`src/design/resp_request_parser_unit_defines.svh`:
```
// Assertion macros for the request parser unit.
// Used by the top level; no other dependencies.
`ifndef RESP_REQUEST_PARSER_UNIT_DEFINES_SVH
`define RESP_REQUEST_PARSER_UNIT_DEFINES_SVH

`ifndef ASSERT_OFF
`define RRP_ASSERT_IMP(lbl, clk, rst_n, ante, cons) \
    lbl: assert property (@(posedge clk) disable iff (!rst_n) (ante) |-> (cons)) \
        else $error("implication check failed");
`define RRP_ASSERT_NEVER(lbl, clk, rst_n, cond) \
    lbl: assert property (@(posedge clk) disable iff (!rst_n) !(cond)) \
        else $error("forbidden condition seen");
`else
`define RRP_ASSERT_IMP(lbl, clk, rst_n, ante, cons)
`define RRP_ASSERT_NEVER(lbl, clk, rst_n, cond)
`endif

`endif

```
`src/design/rrp_pkg.sv`:
```
// Shared types and constants for the request parser unit.
// No dependencies; imported by every module of the block.
package rrp_pkg;

    localparam int COUNT_BITS = 31;
    localparam int IDX_W      = 31;
    localparam int MAX_RES    = 3;
    localparam int QDEPTH     = 4;
    localparam int QAW        = $clog2(QDEPTH);

    localparam logic [63:0] LIM_CNT     = 64'((64'd1 << COUNT_BITS) - 64'd1);
    localparam logic [63:0] LIM_CNT_NEG = 64'd1;
    localparam logic [63:0] LIM_INT_POS = 64'h7FFF_FFFF_FFFF_FFFF;
    localparam logic [63:0] LIM_INT_NEG = 64'h8000_0000_0000_0000;

    localparam logic [7:0] CH_STAR   = 8'h2A;
    localparam logic [7:0] CH_DOLLAR = 8'h24;
    localparam logic [7:0] CH_COLON  = 8'h3A;
    localparam logic [7:0] CH_PLUS   = 8'h2B;
    localparam logic [7:0] CH_MINUS  = 8'h2D;
    localparam logic [7:0] CH_CR     = 8'h0D;
    localparam logic [7:0] CH_LF     = 8'h0A;
    localparam logic [7:0] CH_TAB    = 8'h09;
    localparam logic [7:0] CH_SPACE  = 8'h20;
    localparam logic [7:0] CH_0      = 8'h30;
    localparam logic [7:0] CH_9      = 8'h39;

    localparam logic [1:0] KIND_BYTE = 2'd0;
    localparam logic [1:0] KIND_EEND = 2'd1;
    localparam logic [1:0] KIND_INT  = 2'd2;
    localparam logic [1:0] KIND_MEND = 2'd3;

    localparam logic [2:0] ST_OK          = 3'd0;
    localparam logic [2:0] ST_BAD_NUMBER  = 3'd1;
    localparam logic [2:0] ST_UNTERM      = 3'd2;
    localparam logic [2:0] ST_BULK_SHORT  = 3'd3;
    localparam logic [2:0] ST_MISSING     = 3'd4;
    localparam logic [2:0] ST_UNSUPPORTED = 3'd5;

    typedef struct packed {
        logic [1:0]       kind;
        logic [7:0]       data;
        logic [IDX_W-1:0] idx;
    } t_slot;

    typedef struct packed {
        logic [1:0]               n;
        t_slot [MAX_RES-1:0]      slot;
        logic [63:0]              ival;
        logic [2:0]               status;
    } t_bundle;

    typedef struct packed {
        logic full;
        logic empty;
    } t_q_stat;

endpackage

```
`src/design/rrp_front.sv`:
```
// Front end: accepts message beats, runs the parse state machine and
// packs the results of each beat into one bundle. Depends on rrp_pkg.
module rrp_front import rrp_pkg::*; (
    input  logic    i_clk,
    input  logic    i_rst_n,
    input  logic    i_valid,
    input  logic    [7:0] i_byte,
    input  logic    i_last,
    input  t_q_stat i_q_stat,
    output logic    o_stall,
    output logic    o_push,
    output t_bundle o_bundle
);

    typedef enum logic [3:0] {
        M_START, M_INLINE, M_HDR, M_TYPE, M_BLEN, M_BDATA,
        M_SKIP, M_INUM, M_LINE, M_DONE, M_ERR
    } t_mode;

    t_mode                 r_mode, n_mode;
    logic [63:0]           r_acc, n_acc;
    logic                  r_neg, n_neg;
    logic                  r_dig, n_dig;
    logic [COUNT_BITS-1:0] r_eleft, n_eleft;
    logic [COUNT_BITS-1:0] r_blen, n_blen;
    logic [1:0]            r_skip, n_skip;
    logic                  r_hcr, n_hcr;
    logic [IDX_W-1:0]      r_cnt, n_cnt;
    logic [2:0]            r_err, n_err;
    logic                  r_tok, n_tok;

    logic        is_count;
    logic [63:0] limit;
    logic [3:0]  dig4;
    logic [63:0] lim_y;
    logic [67:0] prod;
    logic        nb_done, nb_err;
    logic [63:0] nb_acc;
    logic        nb_neg, nb_dig, nb_hcr;

    logic        accept;
    logic        consumed;
    logic        do_close;
    t_mode       close_next;
    logic [1:0]  nr;
    logic [2:0]  st;
    t_bundle     bun;

    assign accept   = i_valid && !i_q_stat.full;
    assign o_stall  = i_q_stat.full;
    assign o_push   = accept && (nr != 2'd0);
    assign o_bundle = bun;

    // number digit step
    always_comb begin
        is_count = (r_mode == M_HDR) || (r_mode == M_BLEN);
        if (is_count) begin
            limit = r_neg ? LIM_CNT_NEG : LIM_CNT;
        end else begin
            limit = r_neg ? LIM_INT_NEG : LIM_INT_POS;
        end
        dig4    = 4'(i_byte - CH_0);
        lim_y   = limit - {60'd0, dig4};
        prod    = {1'b0, r_acc, 3'b000} + {3'b000, r_acc, 1'b0};
        nb_done = 1'b0;
        nb_err  = 1'b0;
        nb_acc  = r_acc;
        nb_neg  = r_neg;
        nb_dig  = r_dig;
        nb_hcr  = r_hcr;
        if (r_hcr) begin
            nb_hcr = 1'b0;
            if (i_byte == CH_LF && r_dig) begin
                nb_done = 1'b1;
            end else begin
                nb_err = 1'b1;
            end
        end else if (i_byte == CH_CR) begin
            nb_hcr = 1'b1;
        end else if (i_byte == CH_MINUS && !r_dig && !r_neg) begin
            nb_neg = 1'b1;
        end else if (i_byte >= CH_0 && i_byte <= CH_9) begin
            if (prod > {4'd0, lim_y}) begin
                nb_err = 1'b1;
            end else begin
                nb_acc = prod[63:0] + {60'd0, dig4};
                nb_dig = 1'b1;
            end
        end else begin
            nb_err = 1'b1;
        end
    end

    always_comb begin
        n_mode     = r_mode;
        n_acc      = r_acc;
        n_neg      = r_neg;
        n_dig      = r_dig;
        n_eleft    = r_eleft;
        n_blen     = r_blen;
        n_skip     = r_skip;
        n_hcr      = r_hcr;
        n_cnt      = r_cnt;
        n_err      = r_err;
        n_tok      = r_tok;
        bun        = '0;
        nr         = 2'd0;
        consumed   = 1'b0;
        do_close   = 1'b0;
        close_next = M_TYPE;
        st         = ST_OK;

        if (r_mode == M_START) begin
            if (i_byte == CH_STAR) begin
                n_mode   = M_HDR;
                n_acc    = '0;
                n_neg    = 1'b0;
                n_dig    = 1'b0;
                n_hcr    = 1'b0;
                consumed = 1'b1;
            end else begin
                n_mode = M_INLINE;
            end
        end

        if (!consumed) begin
            case (n_mode)
                M_INLINE: begin
                    if (i_byte == CH_SPACE || (i_byte >= CH_TAB && i_byte <= CH_CR)) begin
                        if (r_tok) begin
                            bun.slot[nr] = '{kind: KIND_EEND, data: 8'd0, idx: n_cnt};
                            nr           = nr + 2'd1;
                            n_cnt        = n_cnt + 1'b1;
                            n_tok        = 1'b0;
                        end
                    end else begin
                        bun.slot[nr] = '{kind: KIND_BYTE, data: i_byte, idx: n_cnt};
                        nr           = nr + 2'd1;
                        n_tok        = 1'b1;
                    end
                end
                M_HDR: begin
                    n_acc = nb_acc;
                    n_neg = nb_neg;
                    n_dig = nb_dig;
                    n_hcr = nb_hcr;
                    if (nb_err) begin
                        n_err  = ST_BAD_NUMBER;
                        n_mode = M_ERR;
                    end else if (nb_done) begin
                        n_eleft = nb_neg ? '0 : nb_acc[COUNT_BITS-1:0];
                        n_mode  = (n_eleft != '0) ? M_TYPE : M_DONE;
                    end
                end
                M_TYPE: begin
                    if (i_byte == CH_DOLLAR || i_byte == CH_COLON) begin
                        n_mode = (i_byte == CH_DOLLAR) ? M_BLEN : M_INUM;
                        n_acc  = '0;
                        n_neg  = 1'b0;
                        n_dig  = 1'b0;
                        n_hcr  = 1'b0;
                    end else if (i_byte == CH_PLUS) begin
                        n_mode = M_LINE;
                        n_hcr  = 1'b0;
                    end else begin
                        n_err  = ST_UNSUPPORTED;
                        n_mode = M_ERR;
                    end
                end
                M_BLEN: begin
                    n_acc = nb_acc;
                    n_neg = nb_neg;
                    n_dig = nb_dig;
                    n_hcr = nb_hcr;
                    if (nb_err) begin
                        n_err  = ST_BAD_NUMBER;
                        n_mode = M_ERR;
                    end else if (nb_done) begin
                        if (nb_neg || nb_acc == '0) begin
                            bun.slot[nr] = '{kind: KIND_EEND, data: 8'd0, idx: n_cnt};
                            nr           = nr + 2'd1;
                            do_close     = 1'b1;
                            close_next   = nb_neg ? M_TYPE : M_SKIP;
                        end else begin
                            n_blen = nb_acc[COUNT_BITS-1:0];
                            n_mode = M_BDATA;
                        end
                    end
                end
                M_BDATA: begin
                    bun.slot[nr] = '{kind: KIND_BYTE, data: i_byte, idx: n_cnt};
                    nr           = nr + 2'd1;
                    n_blen       = r_blen - 1'b1;
                    if (n_blen == '0) begin
                        bun.slot[nr] = '{kind: KIND_EEND, data: 8'd0, idx: n_cnt};
                        nr           = nr + 2'd1;
                        do_close     = 1'b1;
                        close_next   = M_SKIP;
                    end
                end
                M_SKIP: begin
                    n_skip = r_skip - 2'd1;
                    if (n_skip == 2'd0) begin
                        n_mode = M_TYPE;
                    end
                end
                M_INUM: begin
                    n_acc = nb_acc;
                    n_neg = nb_neg;
                    n_dig = nb_dig;
                    n_hcr = nb_hcr;
                    if (nb_err) begin
                        n_err  = ST_BAD_NUMBER;
                        n_mode = M_ERR;
                    end else if (nb_done) begin
                        bun.slot[nr] = '{kind: KIND_INT, data: 8'd0, idx: n_cnt};
                        nr           = nr + 2'd1;
                        bun.ival     = nb_neg ? (64'd0 - nb_acc) : nb_acc;
                        do_close     = 1'b1;
                        close_next   = M_TYPE;
                    end
                end
                M_LINE: begin
                    if (r_hcr) begin
                        if (i_byte == CH_LF) begin
                            n_hcr        = 1'b0;
                            bun.slot[nr] = '{kind: KIND_EEND, data: 8'd0, idx: n_cnt};
                            nr           = nr + 2'd1;
                            do_close     = 1'b1;
                            close_next   = M_TYPE;
                        end else if (i_byte == CH_CR) begin
                            bun.slot[nr] = '{kind: KIND_BYTE, data: CH_CR, idx: n_cnt};
                            nr           = nr + 2'd1;
                        end else begin
                            bun.slot[nr] = '{kind: KIND_BYTE, data: CH_CR, idx: n_cnt};
                            nr           = nr + 2'd1;
                            bun.slot[nr] = '{kind: KIND_BYTE, data: i_byte, idx: n_cnt};
                            nr           = nr + 2'd1;
                            n_hcr        = 1'b0;
                        end
                    end else if (i_byte == CH_CR) begin
                        n_hcr = 1'b1;
                    end else begin
                        bun.slot[nr] = '{kind: KIND_BYTE, data: i_byte, idx: n_cnt};
                        nr           = nr + 2'd1;
                    end
                end
                default: begin
                end
            endcase
        end

        if (do_close) begin
            n_cnt   = n_cnt + 1'b1;
            n_eleft = n_eleft - 1'b1;
            n_mode  = (n_eleft != '0) ? close_next : M_DONE;
            if (n_mode == M_SKIP) begin
                n_skip = 2'd2;
            end
        end

        if (i_last) begin
            st = n_err;
            if (st == ST_OK) begin
                case (n_mode)
                    M_INLINE: begin
                        if (n_tok) begin
                            bun.slot[nr] = '{kind: KIND_EEND, data: 8'd0, idx: n_cnt};
                            nr           = nr + 2'd1;
                            n_cnt        = n_cnt + 1'b1;
                        end
                    end
                    M_HDR, M_BLEN, M_INUM, M_LINE: st = ST_UNTERM;
                    M_BDATA:                       st = ST_BULK_SHORT;
                    M_TYPE, M_SKIP:                st = ST_MISSING;
                    default: begin
                    end
                endcase
            end
            bun.slot[nr] = '{kind: KIND_MEND, data: 8'd0, idx: n_cnt};
            nr           = nr + 2'd1;
            bun.status   = st;
            n_mode       = M_START;
            n_acc        = '0;
            n_neg        = 1'b0;
            n_dig        = 1'b0;
            n_eleft      = '0;
            n_blen       = '0;
            n_skip       = 2'd0;
            n_hcr        = 1'b0;
            n_cnt        = '0;
            n_err        = ST_OK;
            n_tok        = 1'b0;
        end
        bun.n = nr;
    end

    always_ff @(posedge i_clk) begin
        if (!i_rst_n) begin
            r_mode  <= M_START;
            r_acc   <= '0;
            r_neg   <= 1'b0;
            r_dig   <= 1'b0;
            r_eleft <= '0;
            r_blen  <= '0;
            r_skip  <= 2'd0;
            r_hcr   <= 1'b0;
            r_cnt   <= '0;
            r_err   <= ST_OK;
            r_tok   <= 1'b0;
        end else if (accept) begin
            r_mode  <= n_mode;
            r_acc   <= n_acc;
            r_neg   <= n_neg;
            r_dig   <= n_dig;
            r_eleft <= n_eleft;
            r_blen  <= n_blen;
            r_skip  <= n_skip;
            r_hcr   <= n_hcr;
            r_cnt   <= n_cnt;
            r_err   <= n_err;
            r_tok   <= n_tok;
        end
    end

endmodule

```
`src/design/rrp_fifo.sv`:
```
// Short bundle queue between the parser front end and the result back end.
// Depends on rrp_pkg.
module rrp_fifo import rrp_pkg::*; (
    input  logic    i_clk,
    input  logic    i_rst_n,
    input  logic    i_push,
    input  t_bundle i_data,
    input  logic    i_pop,
    output t_bundle o_head,
    output t_q_stat o_stat
);

    t_bundle          r_mem [QDEPTH];
    logic [QAW-1:0]   r_wptr;
    logic [QAW-1:0]   r_rptr;
    logic [QAW:0]     r_count;

    assign o_head       = r_mem[r_rptr];
    assign o_stat.full  = (r_count == (QAW+1)'(QDEPTH));
    assign o_stat.empty = (r_count == '0);

    always_ff @(posedge i_clk) begin
        if (i_push) begin
            r_mem[r_wptr] <= i_data;
        end
    end

    always_ff @(posedge i_clk) begin
        if (!i_rst_n) begin
            r_wptr  <= '0;
            r_rptr  <= '0;
            r_count <= '0;
        end else begin
            if (i_push) begin
                r_wptr <= r_wptr + 1'b1;
            end
            if (i_pop) begin
                r_rptr <= r_rptr + 1'b1;
            end
            case ({i_push, i_pop})
                2'b10:   r_count <= r_count + 1'b1;
                2'b01:   r_count <= r_count - 1'b1;
                default: r_count <= r_count;
            endcase
        end
    end

endmodule

```
`src/design/rrp_back.sv`:
```
// Back end: walks the queued bundles and drives one result beat per cycle, unless
// i_stall holds it, through the output register. Depends on rrp_pkg.
module rrp_back import rrp_pkg::*; (
    input  logic             i_clk,
    input  logic             i_rst_n,
    input  t_bundle          i_head,
    input  t_q_stat          i_q_stat,
    output logic             o_pop,
    output logic             o_valid,
    input  logic             i_stall,
    output logic [1:0]       o_kind,
    output logic [7:0]       o_byte,
    output logic [63:0]      o_int,
    output logic [IDX_W-1:0] o_idx,
    output logic [2:0]       o_status,
    output logic             o_run_last
);

    logic             r_valid;
    logic [1:0]       r_slot;
    logic [1:0]       r_kind;
    logic [7:0]       r_byte;
    logic [63:0]      r_int;
    logic [IDX_W-1:0] r_idx;
    logic [2:0]       r_status;
    logic             r_run_last;

    logic  load;
    logic  last_slot;
    t_slot cur;

    assign cur       = i_head.slot[r_slot];
    assign last_slot = (r_slot == (i_head.n - 2'd1));
    assign load      = (!r_valid || !i_stall) && !i_q_stat.empty;
    assign o_pop     = load && last_slot;

    assign o_valid    = r_valid;
    assign o_kind     = r_kind;
    assign o_byte     = r_byte;
    assign o_int      = r_int;
    assign o_idx      = r_idx;
    assign o_status   = r_status;
    assign o_run_last = r_run_last;

    always_ff @(posedge i_clk) begin
        if (!i_rst_n) begin
            r_valid <= 1'b0;
            r_slot  <= 2'd0;
        end else if (load) begin
            r_valid    <= 1'b1;
            r_slot     <= last_slot ? 2'd0 : r_slot + 2'd1;
            r_kind     <= cur.kind;
            r_byte     <= (cur.kind == KIND_BYTE) ? cur.data : 8'd0;
            r_int      <= (cur.kind == KIND_INT) ? i_head.ival : 64'd0;
            r_idx      <= cur.idx;
            r_status   <= (cur.kind == KIND_MEND) ? i_head.status : ST_OK;
            r_run_last <= last_slot;
        end else if (!i_stall) begin
            r_valid <= 1'b0;
        end
    end

endmodule

```
`src/design/resp_request_parser_unit.sv`:
```
// Path: an accepted input beat is written into the bundle queue, and its results then pass through the output register.
// Throughput: one input beat per cycle while the queue is not full, and the back end
// drains one result per cycle unless stalled; a beat with two or three results holds
// the back end for each of them, and the four-bundle queue stalls the input once full.
// Reset: synchronous active-low i_rst_n clears parser state, queue and output valid.
`include "resp_request_parser_unit_defines.svh"
module resp_request_parser_unit import rrp_pkg::*; (
    input  logic             i_clk,
    input  logic             i_rst_n,
    input  logic             i_in_valid,
    output logic             o_in_stall,
    input  logic [7:0]       i_in_byte,
    input  logic             i_in_last,
    output logic             o_out_valid,
    input  logic             i_out_stall,
    output logic [1:0]       o_out_kind,
    output logic [7:0]       o_out_byte,
    output logic [63:0]      o_out_int,
    output logic [IDX_W-1:0] o_elem_index,
    output logic [2:0]       o_status,
    output logic             o_run_last
);

    t_q_stat q_stat;
    t_bundle push_data;
    t_bundle head;
    logic    push;
    logic    pop;

    rrp_front u_front (
        .i_clk    (i_clk),
        .i_rst_n  (i_rst_n),
        .i_valid  (i_in_valid),
        .i_byte   (i_in_byte),
        .i_last   (i_in_last),
        .i_q_stat (q_stat),
        .o_stall  (o_in_stall),
        .o_push   (push),
        .o_bundle (push_data)
    );

    rrp_fifo u_fifo (
        .i_clk   (i_clk),
        .i_rst_n (i_rst_n),
        .i_push  (push),
        .i_data  (push_data),
        .i_pop   (pop),
        .o_head  (head),
        .o_stat  (q_stat)
    );

    rrp_back u_back (
        .i_clk      (i_clk),
        .i_rst_n    (i_rst_n),
        .i_head     (head),
        .i_q_stat   (q_stat),
        .o_pop      (pop),
        .o_valid    (o_out_valid),
        .i_stall    (i_out_stall),
        .o_kind     (o_out_kind),
        .o_byte     (o_out_byte),
        .o_int      (o_out_int),
        .o_idx      (o_elem_index),
        .o_status   (o_status),
        .o_run_last (o_run_last)
    );

    `RRP_ASSERT_IMP(a_mend_run_last, i_clk, i_rst_n, o_out_valid && o_out_kind == KIND_MEND, o_run_last)
    `RRP_ASSERT_IMP(a_status_only_mend, i_clk, i_rst_n, o_out_valid && o_out_kind != KIND_MEND, o_status == ST_OK)
    `RRP_ASSERT_NEVER(a_push_full, i_clk, i_rst_n, push && q_stat.full)
    `RRP_ASSERT_NEVER(a_pop_empty, i_clk, i_rst_n, pop && q_stat.empty)

endmodule
```
`config.mk`:
```
export PLATFORM = sky130hd
export DESIGN_NAME = resp_request_parser_unit
export DESIGN_NICKNAME = d
export VERILOG_FILES = /design/src/design/rrp_pkg.sv /design/src/design/rrp_front.sv /design/src/design/rrp_fifo.sv /design/src/design/rrp_back.sv /design/src/design/resp_request_parser_unit.sv
export VERILOG_INCLUDE_DIRS = /design/src /design/src/design
export SDC_FILE = /design/constraint.sdc
export NUM_CORES = 2
export LEC_CHECK = 0
export ABC_AREA = 1
export ABC_CLOCK_PERIOD_IN_PS = 51900
export BUFFER_PORTS_ARGS = -buffer_cell sky130_fd_sc_hd__buf_2
export CAP_MARGIN = 20
export CELL_PAD_IN_SITES_DETAIL_PLACEMENT = 0
export CELL_PAD_IN_SITES_GLOBAL_PLACEMENT = 1
export CORE_ASPECT_RATIO = 0.5
export CORE_MARGIN = 10
export CORE_UTILIZATION = 51
export DETAILED_ROUTE_END_ITERATION = 8
export PLACE_DENSITY_LB_ADDON = 0.1
export SETUP_SLACK_MARGIN = 0.5
export SYNTH_ARGS = -nofsm -noshare
export SYNTH_HDL_FRONTEND = slang
export SYNTH_SLANG_ARGS = --single-unit
```
`constraint.sdc`:
```
create_clock -name i_clk -period 51.9 [get_ports i_clk]
set_input_delay 10.38 -clock i_clk [delete_from_list [all_inputs] [get_ports i_clk]]
set_output_delay 10.38 -clock i_clk [all_outputs]
set_load 0.02 [all_outputs]
```
==> reports/qor.csv <==
stage;metric;value;unit
outcome;status;complete, no violations;
final_layout;stdcell_count;9654;
route;vias_per_cell;5.87;
global_route;grt_pass1_wl;328000;µm
floorplanning;die_w;516;µm
final_layout;final_common_cell;nand2_1;
synth;ys_ff_latch;1027;
power;p_leak;26.7;nW
timing;final.min_clock_period;20.18;ns
route;drt_iter0_markers;6720;
clock_network;clock-sinks;1027;
final_layout;area_growth_syn_to_layout;7.86;%
global_route;grt_overflow_total;0;
route;drtAntennaViolNets;0;
synth;async_flop_share;0;
final_layout;final_util;0.558;
timing;fmax;49.6;MHz
setup_path;critPathKind;primary input to flip-flop;
floorplanning;die_area;0.138;mm²
setup_path;cpLargestDelayFamily;simple AND/OR/NAND/NOR gates;
hold_path;hold_path_startpoint;u_fifo.r_count[0];
floorplanning;start_util;0.517;
power;finalPower;2.33;mW
setup_path;r2r_start;u_front.r_mode[2];
setup_path;required;52.22;ns
power;power_density;34.5;mW/mm²
synth;synth.cell_area;0.0627;mm²
floorplanning;core_area;0.121;mm²
power;peakVddDrop;39.5;µV
power;internal_power;1.52;mW
synth;yosysWarnings;0;
setup_path;cp-endpoint;u_fifo.r_mem[0][94];
power;seqPwrFrac;0.452;
final_layout;final_cell_mix;1963 x nand2_1, 1093 x nor2_1, 845 x edfxtp_1;
floorplanning;dieHeight;268;µm
synth;synth_top_area_frac;0.405;
setup_path;slowest_stage;nor2_4;
timing;worst_clock_skew;0.0385;ns
synth;avgSynthCellArea;7.83;µm²
route;wl_per_cell;23.1;µm
power;sw_frac_of_total;0.346;
route;finalWirelength;223000;µm
power;switchingPower;0.808;mW
clock_network;cts_buffer_depth;3;
synth;yosysSeqAreaShare;0.463;
setup_path;slowest_delay;0.89;ns
power;p_clk_frac;0.288;
timing;rsz0062_at_grt;no;
final_layout;drive_gt1_frac;0.0735;
setup_path;crit_fanout;79;
placement;placement.io_buffers;123;
setup_path;worstRegToRegCells;56;
setup_path;cp-end-kind;flip-flop;
synth;ys.flop_type;edfxtp_1;
synth;ys_types;68;
placement;hpwlAfterDp;161000;µm
hold_path;holdCritPathClass;flip-flop to flip-flop;
synth;yosysTopAreaCell;edfxtp_1;
floorplanning;pin_count;124;
route;drc_errors;0;
clock_network;cts_root_buffer;clkbuf_16;
clock_network;cts_made_buffers;93;
timing;worst_pin_slew;1.14;ns
clock_network;cts_hold_buffers;0;
job;maxCapViolCount;0;
route;vias;56600;
global_route;grt_usage;0.309;
synth;synthCells;8003;
global_route;grt_pass1_vias;51100;
timing;setup_viol;0;
setup_path;cp.depth;51;
timing;fin_tns_setup;0;ns
timing;hold_viol;0;
timing;drv_slew;0;
setup_path;r2r_setup_slack;39.23;ns
clock_network;post-cts-setup-buffers;0;
power;comb_power_share;0.260;
final_layout;num-nets-final;8143;
synth;synthTopCellsByArea;edfxtp_1 40%, nand2_1 12%, nor2_1 6.6%;
setup_path;r2r_end;u_fifo.r_mem[0][94];
setup_path;critPathLaunch;i_in_byte[1];
clock_network;ctsResizeCount;0;
clock_network;clock_latency;0.73;ns
clock_network;h-tree-depth;3;
final_layout;fillCellCount;11500;
setup_path;crit_path_frequent_cell;nand2_1;
route;first_pass_iters;8;
synth;syn-num-nets;8184;
setup_path;cp.buffers_inverters;8;
setup_path;startpoint_type;primary input;
clock_network;clk_pin_slew;0.07;ns
clock_network;cts_tree;yes;
placement;gp_congestion;1.03;
global_route;grt_antenna_before_repair;11;
setup_path;crit_arrival;20.50;ns
placement;placedCellCount;9475;
timing;slew_headroom;0.234;
global_route;grt_start_max_net_pins;184;
timing;post-route-period-util;0.389;
floorplanning;rows;90;
synth;synth_edf_count;845;
==> worst min path at each step <==
stage	endpoint	slack, ns	depth (start not counted)
after floorplan	u_fifo.r_count[0]	0.42	1
after global placement	u_fifo.r_count[0]	0.45	1
after detailed placement	u_fifo.r_count[0]	0.45	1
after CTS	u_fifo.r_count[0]	0.47	1
after global routing	u_front.r_skip[1]	0.48	2
final	u_fifo.r_count[0]	0.47	1
==> power by group through the flow <==
stage                     logic, mW  clock network, mW  registers (mW)
after global routing          0.661              0.711            1.06
after detailed placement      0.605                  0            1.07
after global placement        0.603                  0            1.07
after floorplan               0.350                  0            1.13
after CTS                     0.607              0.678            1.05
final                         0.607              0.672            1.05
==> metrics by stage <==
stage | setup slack [ns] | hold WS (ns) | instance area, µm²
detailed placement | 31.01 | 0.450 | 64700
CTS | 31.73 | 0.466 | 67600
finish | 31.72 | 0.468 | 67600
floorplan | 27.28 | 0.422 | 62700
global placement | 31.28 | 0.447 | 64700
global route | 31.00 | 0.483 | 67600
==> layer usage <==
metal / GRT usage / wire length (µm) / vias to the layer above
li1: - / - / 27000
met1: 0.426 / 94900 / 26700
met2: 0.493 / 100000 / 2463
met3: 0.0531 / 19000 / 410
met4: 0.106 / 8350 / 2
met5: 0 / 17 / -
==> registers in the layout (all words and copies together) (netlist names), 3 cells and up, named ones only <==
signal           count
u_back.o_byte        8
u_back.o_idx        31
u_back.o_int        64
u_back.o_status      3
u_fifo.r_count       3
u_fifo.r_mem       736
u_front.r_acc       64
u_front.r_blen      31
u_front.r_cnt       31
u_front.r_eleft     31
u_front.r_err        3
u_front.r_mode       4
==> logic make-up (layout without fill, tap and decap cells) <==
group / after synthesis / count (layout) / synth area share
other: 0 / 2 / 0
adders and majority gates: 168 / 168 / 0.0340
and+or+nand+nor: 3893 / 3893 / 0.263
buffers and inverters: 1219 / 1258 / 0.0748
xor gates and xnor gates: 134 / 134 / 0.0199
AOI/OAI and AO/OA: 1562 / 1562 / 0.145
DFF: 1027 / 1027 / 0.463
==> cell usage after synthesis (16+ instances only) <==
cell type	number
xor2_1	96
clkinv_1	16
o21a_1	20
a21oi_1	471
o21ai_2	17
dfxtp_1	182
edfxtp_1	845
o221ai_1	105
o21ai_1	41
o21bai_1	23
inv_2	32
nor2_4	16
nand3_1	337
nor2_1	1101
xnor2_1	31
ha_1	164
nand4_1	162
o21ai_0	608
a32o_1	18
nand3b_1	18
inv_1	836
clkbuf_1	284
o22ai_1	67
nor3_1	96
o211ai_1	104
nand2_1	1963
nor4_1	21
buf_1	26
a221oi_1	27
nand2_2	59
nor2_2	42
nand3_2	25
==> final cells by class <==
type / count / area (µm²) / share of cell area
Sequential cell: 1027 / 29000 / 0.429
Clock buffer: 111 / 2460 / 0.0363
Multi-Input combinational cell: 5757 / 29100 / 0.430
Inverter: 884 / 3330 / 0.0493
Clock inverter: 64 / 445 / 0.00659
Tap cell: 1610 / 2010 / 0.0298
Timing Repair Buffer: 199 / 1260 / 0.0187
Antenna cell: 2 / 5.00 / 0.0000740
(Power assumes the default switching activity.)
